[src/hw/rtl/twmm_pkg.sv]
// ----------------------------------------------------------------------------
// Temperature window package
// Shared constants, types and the unit conversion for the windowed
// minimum/maximum temperature tracker.
// ----------------------------------------------------------------------------
`default_nettype none

package twmm_pkg;

  localparam int WINDOW_LEN_DEF = 10;

  localparam int RAW_W    = 16;
  localparam int SAMPLE_W = 9;
  localparam int TEMP_W   = 10;
  localparam int TDATA_IN_W  = 16;
  localparam int TDATA_OUT_W = 32;

  localparam logic KIND_READING = 1'b0;
  localparam logic KIND_TOGGLE  = 1'b1;

  localparam logic [1:0] SEL_CUR = 2'd0;
  localparam logic [1:0] SEL_LO  = 2'd1;
  localparam logic [1:0] SEL_HI  = 2'd2;

  typedef enum logic [4:0] {
    ST_IDLE = 5'b00001,
    ST_FILL = 5'b00010,
    ST_SCAN = 5'b00100,
    ST_CONV = 5'b01000,
    ST_OUT  = 5'b10000
  } state_t;

  typedef logic signed [SAMPLE_W-1:0] sample_t;
  typedef logic signed [TEMP_W-1:0]   temp_t;

  // Byte from bits 11..4; values above 128 wrap to negative.
  function automatic sample_t decode_reading(input logic [RAW_W-1:0] raw);
    logic [7:0] b;
    b = raw[11:4];
    decode_reading = (b > 8'd128) ? sample_t'({1'b1, b}) : sample_t'({1'b0, b});
  endfunction

  // In Fahrenheit mode, the tenths value 18*c + 320 is divided by ten through a reciprocal multiply.
  // Non-negative values round half up, negative values truncate toward zero; Celsius passes through.
  function automatic temp_t to_unit(input sample_t c, input logic fahr);
    logic signed [13:0] t;
    logic [11:0] x;
    logic [24:0] p;
    logic [8:0]  q;
    t = (14'(c) <<< 4) + (14'(c) <<< 1) + 14'sd320;
    if (t >= 14'sd0) begin
      x = 12'(t + 14'sd5);
    end else begin
      x = 12'(-t);
    end
    p = 25'(x) * 25'd6554;
    q = p[24:16];
    if (!fahr) begin
      to_unit = temp_t'(c);
    end else if (t >= 14'sd0) begin
      to_unit = temp_t'({1'b0, q});
    end else begin
      to_unit = temp_t'(-$signed({1'b0, q}));
    end
  endfunction

endpackage

`default_nettype wire

[src/hw/rtl/temperature_window_min_max.sv]
// ----------------------------------------------------------------------------
// Temperature window minimum/maximum
// Decodes thermometer readings into whole degrees, keeps a ring of the last
// WINDOW_LEN samples and reports the newest, smallest and largest sample in
// Celsius or Fahrenheit. Toggle transactions flip the display unit.
// ----------------------------------------------------------------------------
// A reading is written into the ring, then the ring is scanned through its
// single read port (states ST_SCAN, ST_CONV, ST_OUT); the first reading after
// reset instead writes every ring entry (ST_FILL) before ST_CONV and ST_OUT.
// A new transaction is taken only in ST_IDLE, after the previous result has
// left ST_OUT, so a stalled result holds off input; a toggle yields no result.
// Reset selects Fahrenheit, empties the window and drops any pending result.
`default_nettype none

module temperature_window_min_max #(
  parameter int WINDOW_LEN = twmm_pkg::WINDOW_LEN_DEF
) (
  input  wire logic                             clk,
  input  wire logic                             rst,
  input  wire logic                             s_tvalid,
  output logic                                  s_tready,
  // [15:0] raw_reading
  input  wire logic [twmm_pkg::TDATA_IN_W-1:0]  s_tdata,
  // [0] kind
  input  wire logic [0:0]                       s_tuser,
  output logic                                  m_tvalid,
  input  wire logic                             m_tready,
  // [9:0] current_temp, [19:10] window_min, [29:20] window_max, [31:30] zero
  output logic [twmm_pkg::TDATA_OUT_W-1:0]      m_tdata,
  // [0] in_fahrenheit
  output logic [0:0]                            m_tuser
);
  import twmm_pkg::*;

  localparam int AW = (WINDOW_LEN > 1) ? $clog2(WINDOW_LEN) : 1;
  localparam int CW = $clog2(WINDOW_LEN + 1);
  localparam logic [CW-1:0] CNT_LAST = CW'(WINDOW_LEN - 1);
  localparam logic [CW-1:0] CNT_END  = CW'(WINDOW_LEN);
  localparam logic [AW-1:0] SLOT_LAST = AW'(WINDOW_LEN - 1);

  state_t state;
  logic [CW-1:0] cnt;
  logic [1:0] sel;
  logic [AW-1:0] write_slot;
  logic ring_filled;
  logic fahrenheit_mode;
  sample_t cur, lo, hi;
  temp_t res_cur, res_lo, res_hi;

  sample_t ring [WINDOW_LEN];
  sample_t rd_data;
  logic rd_en;
  logic wr_en;
  logic [AW-1:0] wr_addr;
  sample_t wr_data;

  logic accept;
  logic is_reading;
  sample_t in_sample;
  sample_t conv_in;
  temp_t conv_out;

  assign s_tready   = (state == ST_IDLE);
  assign accept     = s_tvalid && s_tready;
  assign is_reading = (s_tuser[0] == KIND_READING);
  assign in_sample  = decode_reading(s_tdata);

  always_comb begin
    wr_en   = 1'b0;
    wr_addr = write_slot;
    wr_data = in_sample;
    if (accept && is_reading && ring_filled) begin
      wr_en = 1'b1;
    end else if (state == ST_FILL) begin
      wr_en   = 1'b1;
      wr_addr = cnt[AW-1:0];
      wr_data = cur;
    end
  end

  assign rd_en = (state == ST_SCAN) && (cnt != CNT_END);

  always_ff @(posedge clk) begin
    if (wr_en) begin
      ring[wr_addr] <= wr_data;
    end
    if (rd_en) begin
      rd_data <= ring[cnt[AW-1:0]];
    end
  end

  always_comb begin
    unique case (sel)
      SEL_CUR: conv_in = cur;
      SEL_LO:  conv_in = lo;
      default: conv_in = hi;
    endcase
  end

  assign conv_out = to_unit(conv_in, fahrenheit_mode);

  always_ff @(posedge clk) begin
    if (rst) begin
      state           <= ST_IDLE;
      cnt             <= '0;
      sel             <= SEL_CUR;
      write_slot      <= '0;
      ring_filled     <= 1'b0;
      fahrenheit_mode <= 1'b1;
      m_tvalid        <= 1'b0;
    end else begin
      if (m_tvalid && m_tready && (state != ST_OUT)) begin
        m_tvalid <= 1'b0;
      end
      unique case (state)
        ST_IDLE: begin
          if (accept) begin
            if (!is_reading) begin
              fahrenheit_mode <= !fahrenheit_mode;
            end else begin
              cur <= in_sample;
              lo  <= in_sample;
              hi  <= in_sample;
              cnt <= '0;
              if (!ring_filled) begin
                state <= ST_FILL;
              end else begin
                state      <= ST_SCAN;
                write_slot <= (write_slot == SLOT_LAST) ? '0 : write_slot + 1'b1;
              end
            end
          end
        end
        ST_FILL: begin
          if (cnt == CNT_LAST) begin
            ring_filled <= 1'b1;
            write_slot  <= (SLOT_LAST == '0) ? '0 : AW'(1);
            sel         <= SEL_CUR;
            state       <= ST_CONV;
          end else begin
            cnt <= cnt + 1'b1;
          end
        end
        ST_SCAN: begin
          if (cnt != '0) begin
            if (rd_data < lo) begin
              lo <= rd_data;
            end
            if (rd_data > hi) begin
              hi <= rd_data;
            end
          end
          if (cnt == CNT_END) begin
            sel   <= SEL_CUR;
            state <= ST_CONV;
          end else begin
            cnt <= cnt + 1'b1;
          end
        end
        ST_CONV: begin
          unique case (sel)
            SEL_CUR: res_cur <= conv_out;
            SEL_LO:  res_lo  <= conv_out;
            default: res_hi  <= conv_out;
          endcase
          if (sel == SEL_HI) begin
            state <= ST_OUT;
          end else begin
            sel <= sel + 1'b1;
          end
        end
        ST_OUT: begin
          if (!m_tvalid || m_tready) begin
            m_tvalid <= 1'b1;
            m_tdata  <= {2'b00, res_hi, res_lo, res_cur};
            m_tuser  <= fahrenheit_mode;
            state    <= ST_IDLE;
          end
        end
        default: begin
          state <= ST_IDLE;
        end
      endcase
    end
  end

  a_result_from_out: assert property (@(posedge clk) disable iff (rst)
    $rose(m_tvalid) |-> $past(state == ST_OUT))
    else $error("result appeared outside the output state");

  a_window_order: assert property (@(posedge clk) disable iff (rst)
    (state == ST_CONV) |-> (lo <= cur) && (cur <= hi))
    else $error("window minimum, newest and maximum out of order");

  a_reading_starts_work: assert property (@(posedge clk) disable iff (rst)
    (accept && is_reading) |=> (state == ST_FILL) || (state == ST_SCAN))
    else $error("accepted reading did not start processing");

  a_filled_sticks: assert property (@(posedge clk) disable iff (rst)
    ring_filled |=> ring_filled)
    else $error("ring filled flag cleared outside reset");

  a_slot_in_range: assert property (@(posedge clk) disable iff (rst)
    ring_filled |-> (write_slot <= SLOT_LAST))
    else $error("write slot beyond window");

endmodule

`default_nettype wire
[config.mk]
export PLATFORM = sky130hd
export DESIGN_NAME = temperature_window_min_max
export DESIGN_NICKNAME = d
export VERILOG_FILES = /design/src/hw/rtl/twmm_pkg.sv /design/src/hw/rtl/temperature_window_min_max.sv
export SDC_FILE = /design/constraint.sdc
export NUM_CORES = 1
export LEC_CHECK = 0
export BUFFER_PORTS_ARGS = -buffer_cell sky130_fd_sc_hd__buf_2
export CAP_MARGIN = 20
export CORE_UTILIZATION = 49
export DETAILED_ROUTE_END_ITERATION = 12
export MAX_ROUTING_LAYER = met4
export PLACE_DENSITY = 0.66
export SKIP_CTS_REPAIR_TIMING = 1
export SLEW_MARGIN = 20
export SYNTH_ARGS = -nofsm -noshare
export SYNTH_HDL_FRONTEND = slang
export SYNTH_SLANG_ARGS = --single-unit
[constraint.sdc]
create_clock -name clk -period 9.25 [get_ports clk]
set_input_delay 1.3875 -clock clk [delete_from_list [all_inputs] [get_ports clk]]
set_output_delay 1.3875 -clock clk [all_outputs]
set_load 0.01 [all_outputs]
==> summary.md, run 1 <==
| Metric | Value |
|---|---|
| Outcome | `finished, final reports clean` |
| Detailed Place HPWL | `18.4 mm` |
| H-tree depth | `1` |
| Final cycle utilization of the critical path | `94.9%` |
| RR Endpoint | `res_cur[6]` |
| Initial core utilization | `50.2%` |
| Tightest Pin Transition | `1080 ps` |
| Fin. max-slew vios | `0` |
| Worst EP arrival | `9010 ps` |
| Crit-path most repeated cell | `inv_1` |
| Endpoint, Worst Hold | `m_tdata[8]` |
| Hold crit path type | `reg2reg` |
| Routed Antenna Nets | `0` |
| Routability Congestion | `0.871` |
| Critical path's largest stage delay | `550 ps` |
| Die Height | `160 um` |
| TritonCTS clock tree | `done` |
| Worst Hold Path Cells | `0` |
| Routed wire length | `24.2 mm` |
| Hold path start | `res_cur[8]` |
| CP max FO | `11` |
| Die Wd | `160 um` |
| Sequential-to-total area share from yosys stat | `48.8%` |
| TritonCTS Sinks | `205` |
| Number of vias per cell | `5.41` |
| Cell taking the most area after synthesis | `edfxtp_1` |
| Reg2reg setup slack | `470 ps` |
| Max cap viols | `0` |
| Largest net degree at the start of global routing | `36` |
| Clock Latency Late Sink | `500 ps` |
| Worst Skew | `19.9 ps` |
| Cell Area, Placed | `13000 um2` |
| GRT Residual Overflow | `0` |
| Clock-pin slew on the worst setup and hold paths | `60 ps` |
| All-Layer GR Usage | `20.3%` |
| Min Tclk post-route | `8780 ps` |
| CP endpoint kind | `flip-flop` |
| EDFF count, synth | `187` |
| Nets@finish | `1245` |
| DRC viols | `0` |
| Post-DR wirelength/cell | `17.3 um` |
| R2R depth | `38` |
| Synth Flop Type | `edfxtp_1` |
| WP data required | `9480 ps` |
| Slew HR | `27.8%` |
| Yosys reg bits | `205` |
| Slowest cell on crit path | `fa_1` |
| Initial DRC Count | `490` |
| Top-area cell type share of the netlist area | `45.9%` |
| Row count | `57` |
| Post-route cell area | `13800 um2` |
| Root buffer cell | `clkbuf_16` |
| Share of cells above drive strength 1 | `17.9%` |
| Core Box Area | `24400 um2` |
| Hold Vio Cnt, Final | `0` |
| Reg2Reg Launch Point | `sel[0]` |
| CTS max path bufs | `3` |
| 1st-pass router iterations | `5` |
| Port Buf Inserts | `45` |
| First-pass GRT wire length | `40.1 mm` |
| Critical path class | `reg2reg` |
| Synth Instances | `987` |
| Ys Warns | `0` |
| Async SR Flop Fraction | `0%` |
| Startpoint Class | `flip-flop` |
| Final setup vio count | `0` |
| Die area | `25600 um2` |
| Cell variety after synth | `78` |
| Post-layout util | `56.6%` |
| Initial antenna violation count | `2` |
| F_max | `114 MHz` |
| P&R area growth vs syn | `12.8%` |
| Number of global-route vias before repair | `7687` |
| Cell Area, Synth | `12200 um2` |
| I/O pins | `56` |
| Total CTS buffers | `20` |
| Mapped Avg Cell Area | `12.4 um2` |
| Area contributors post-synth | `edfxtp_1 (46%), ha_1 (13%), fa_1 (6.4%), inv_1 (3.6%), mux4_2 (3.3%)` |
| Total number of vias | `7575` |
## worst max-delay path, delay by kind of cell (launching register included)
kind / cells / cell delay (ps)
flops: 1 / 350
simple gates: 4 / 630
xor+xnor: 3 / 430
compound gates: 11 / 2160
fa+ha+maj: 10 / 3770
buf+inv: 9 / 870
mux: 1 / 300
## sequential cells by signal, summed over array words and instances (netlist names)
signal           flops
ring                90
sel                  2
rd_data              9
hi                   9
res_cur             10
res_lo              10
cur                  9
res_hi              10
cnt                  4
m_tvalid             1
ring_filled          1
write_slot           4
m_tdata             30
state                5
lo                   9
fahrenheit_mode      1
m_tuser              1
## routing by layer
layer  share of wire [%]  up-vias  global-route usage [%]
met5                   0        -                       -
met4                 2.1        0                    5.11
met3                 4.0       36                    2.65
met2                  48      143                    32.5
met1                  46     3662                    27.3
li1                    -     3734                       -
## logic make-up (layout without fill, tap and decap cells)
family                   count (synthesis)  in the layout  synth area share [%]
AO/OA/AOI/OAI                          173            173                  9.84
XOR/XNOR                                37             37                  2.65
adder cells (fa/ha/maj)                162            162                  18.9
buffers and inverters                  150            235                  4.83
flip-flops                             205            205                  48.8
multiplexers                            53             53                  6.37
other                                    1              6                0.0306
AND/OR/NAND/NOR                        206            206                  8.54
## cells in the mapped netlist (18+ instances only)
master	count
edfxtp_1	187
ha_1	123
inv_1	117
nor2_1	57
a21oi_1	46
nand2_1	44
fa_1	39
o21ai_0	24
xnor2_1	23
nor3_1	22
mux2_2	19
and2_1	18
dfxtp_1	18
mux4_2	18
## worst max path at each step
stage | end | cells past startpoint | startpoint
5_1_grt | res_cur[6] | 38 | sel[0]
6_report | res_cur[6] | 38 | sel[0]
3_3_place_gp | res_hi[6] | 35 | sel[0]
4_1_cts | res_hi[4] | 35 | sel[0]
3_5_place_dp | res_hi[4] | 35 | sel[0]
2_1_floorplan | res_cur[9] | 38 | sel[0]
## cell usage in the layout, fill, tap and decap left out, drive strengths merged, types with 4 or more instances in the layout
cell type	count
a211oi	11
a21boi	4
a21o	16
a21oi	47
a22o	7
a22oi	8
a31oi	5
and2	20
and3	4
buf	83
clkbuf	26
clkinv	4
dfxtp	18
diode	4
edfxtp	187
fa	39
ha	123
inv	119
mux2	19
mux2i	16
mux4	18
nand2	44
nand2b	7
nand3	14
nand3b	4
nand4	6
nor2	57
nor2b	11
nor3	22
nor4	7
o21a	9
o21ai	27
o31ai	4
xnor2	23
xor2	14
## final cells by class
| class | instances | area (um2) |
|---|---|---|
| fill | 2037 | 10600 |
| sequential | 205 | 5980 |
| multi-input combinational | 633 | 5830 |
| clock buffer | 26 | 523 |
| timing repair buffer | 83 | 520 |
| inverter | 119 | 447 |
| tap | 324 | 405 |
| clock inverter | 7 | 96.3 |
| antenna | 4 | 10.0 |
## stage by stage
| step | instances | TNS, ps | setup slack [ps] | hold slack (ps) |
|---|---|---|---|---|
| after floorplan | 988 | 0 | 714 | 400 |
| after global placement | 1355 | 0 | 130 | 401 |
| after detailed placement | 1355 | 0 | 18.1 | 405 |
| after CTS | 1388 | -92.7 | -25.6 | 419 |
| after global routing | 1399 | -494 | -60.5 | 422 |
| final | 1401 | 0 | 470 | 416 |
Power of run 1 is not shown: default switching activity piles up to over one toggle a cycle in this logic, so the estimate is an artifact.
==> run 2, diff against run 1 <==
--- a/config.mk
+++ b/config.mk
@@ -7,10 +7,13 @@
 export LEC_CHECK = 0
 export BUFFER_PORTS_ARGS = -buffer_cell sky130_fd_sc_hd__buf_2
 export CAP_MARGIN = 20
+export CELL_PAD_IN_SITES_DETAIL_PLACEMENT = 1
+export CELL_PAD_IN_SITES_GLOBAL_PLACEMENT = 1
+export CORE_MARGIN = 3
 export CORE_UTILIZATION = 49
 export DETAILED_ROUTE_END_ITERATION = 12
 export MAX_ROUTING_LAYER = met4
-export PLACE_DENSITY = 0.66
+export PLACE_DENSITY_LB_ADDON = 0.1
 export SKIP_CTS_REPAIR_TIMING = 1
 export SLEW_MARGIN = 20
 export SYNTH_ARGS = -nofsm -noshare
==> summary.md, run 2 (synthesis results as in run 1) <==
| Metric | Value |
|---|---|
| Hold crit path type | `reg2reg` |
| Fin. max-slew vios | `0` |
| Die Height | `164 um` |
| Slew HR | `27.8%` |
| Row count | `57` |
| I/O pins | `56` |
| Min Tclk post-route | `8810 ps` |
| Hold path start | `res_cur[7]` |
| Critical path's largest stage delay | `550 ps` |
| Reg2Reg Launch Point | `sel[0]` |
| Hold WS | `416 ps` |
| CP endpoint kind | `flip-flop` |
| Number of global-route vias before repair | `8320` |
| FILL cells | `2486` |
| Share of cells above drive strength 1 | `17.3%` |
| Top reg by flops | `ring` |
| DRC viols | `0` |
| Total CTS buffers | `22` |
| Slowest cell on crit path | `fa_1` |
| Most common cell after layout, fill and taps aside | `edfxtp_1` |
| 1st-pass router iterations | `4` |
| Core Box Area | `24500 um2` |
| Critical path class | `reg2reg` |
| H-tree depth | `1` |
| Max reg flops | `90` |
| Final cycle utilization of the critical path | `95.2%` |
| Root buffer cell | `clkbuf_16` |
| Hold Vio Cnt, Final | `0` |
| Initial core utilization | `50.1%` |
| Setup WS pre-CTS | `-33.6 ps` |
| P&R area growth vs syn | `12.8%` |
| Initial DRC Count | `395` |
| F_max | `114 MHz` |
| Initial antenna violation count | `0` |
| Clock Latency Late Sink | `510 ps` |
| Detailed Place HPWL | `21.4 mm` |
| Largest net degree at the start of global routing | `36` |
| Startpoint Class | `flip-flop` |
| PnR worst setup slack | `440 ps` |
| First-pass GRT wire length | `44.4 mm` |
| CTS max path bufs | `3` |
| Final setup vio count | `0` |
| All-Layer GR Usage | `21.7%` |
| GRT Residual Overflow | `0` |
| Most frequent cells in the layout | `edfxtp_1 (187), ha_1 (123), inv_1 (117)` |
| TritonCTS clock tree | `done` |
| Post-layout util | `56.5%` |
| Reg2reg setup slack | `440 ps` |
| Ant. Diodes | `0` |
| RR Endpoint | `res_hi[8]` |
| Routed Antenna Nets | `0` |
| Crit-path most repeated cell | `inv_1` |
| Max cap viols | `0` |
| CP max FO | `11` |
| Worst EP arrival | `9030 ps` |
| Worst Hold Path Cells | `0` |
| Routability Congestion | `0.819` |
| Port Buf Inserts | `45` |
| Die Wd | `164 um` |
| Nets@finish | `1245` |
| Largest regs | `ring: 90 flops, m_tdata: 30 flops` |
| Endpoint, Worst Hold | `m_tdata[7]` |
| TritonCTS Sinks | `205` |
| R2R depth | `34` |
| Routed wire length | `27.8 mm` |
| Tightest Pin Transition | `1080 ps` |
| Outcome | `finished, final reports clean` |
| Clock-pin slew on the worst setup and hold paths | `60 ps` |
| Die area | `26900 um2` |
| Total number of vias | `7740` |
| Worst Skew | `20.7 ps` |
| Post-DR wirelength/cell | `19.9 um` |
| Number of vias per cell | `5.53` |
| WP data required | `9470 ps` |
-- run 2: worst max-delay path: cells and delay by family (launching register included) --
kind	cells	cell delay, ps
adders and majority gates	9	3590
AOI/OAI and AO/OA	10	2110
buffers and inverters	7	580
xor gates and xnor gates	2	330
DFF	1	390
and+or+nand+nor	6	1520
-- run 2: worst max path at each step --
| stage | startpoint | to | slack [ps] | cells past startpoint |
|---|---|---|---|---|
| 2_1_floorplan | sel[0] | res_cur[9] | 710 | 38 |
| 3_3_place_gp | sel[0] | res_hi[5] | 150 | 33 |
| 3_5_place_dp | sel[0] | res_lo[5] | -30 | 33 |
| 4_1_cts | sel[0] | res_cur[5] | -100 | 33 |
| 5_1_grt | sel[0] | res_lo[6] | -6 | 37 |
| 6_report | sel[0] | res_hi[8] | 440 | 34 |
-- run 2: area by class of cell --
| cell class | count | area, um2 | area share [%] |
|---|---|---|---|
| Clock inverter | 13 | 151 | 1.10 |
| Clock buffer | 25 | 562 | 4.07 |
| Inverter | 119 | 447 | 3.23 |
| Sequential cell | 205 | 5980 | 43.3 |
| Multi-Input combinational cell | 634 | 5790 | 41.9 |
| Tap cell | 324 | 405 | 2.93 |
| Timing Repair Buffer | 80 | 488 | 3.53 |
-- run 2: through the flow --
| stage | cells | TNS [ps] | instance area [um2] |
|---|---|---|---|
| 2_1_floorplan | 988 | 0 | 12200 |
| 3_3_place_gp | 1356 | 0 | 13000 |
| 3_5_place_dp | 1356 | -101 | 13000 |
| 4_1_cts | 1394 | -404 | 13700 |
| 5_1_grt | 1400 | -17.6 | 13800 |
| 6_report | 1400 | 0 | 13800 |
-- run 2: metal layers --
| layer | vias to the layer above | share of wire [%] | track usage [%] |
|---|---|---|---|
| met5 | - | 0 | - |
| met4 | 0 | 1.3 | 3.58 |
| met3 | 25 | 1.9 | 2.40 |
| met2 | 71 | 55 | 40.8 |
| met1 | 3908 | 42 | 25.3 |
| li1 | 3736 | - | - |
Power of run 2 is left out for the same reason.
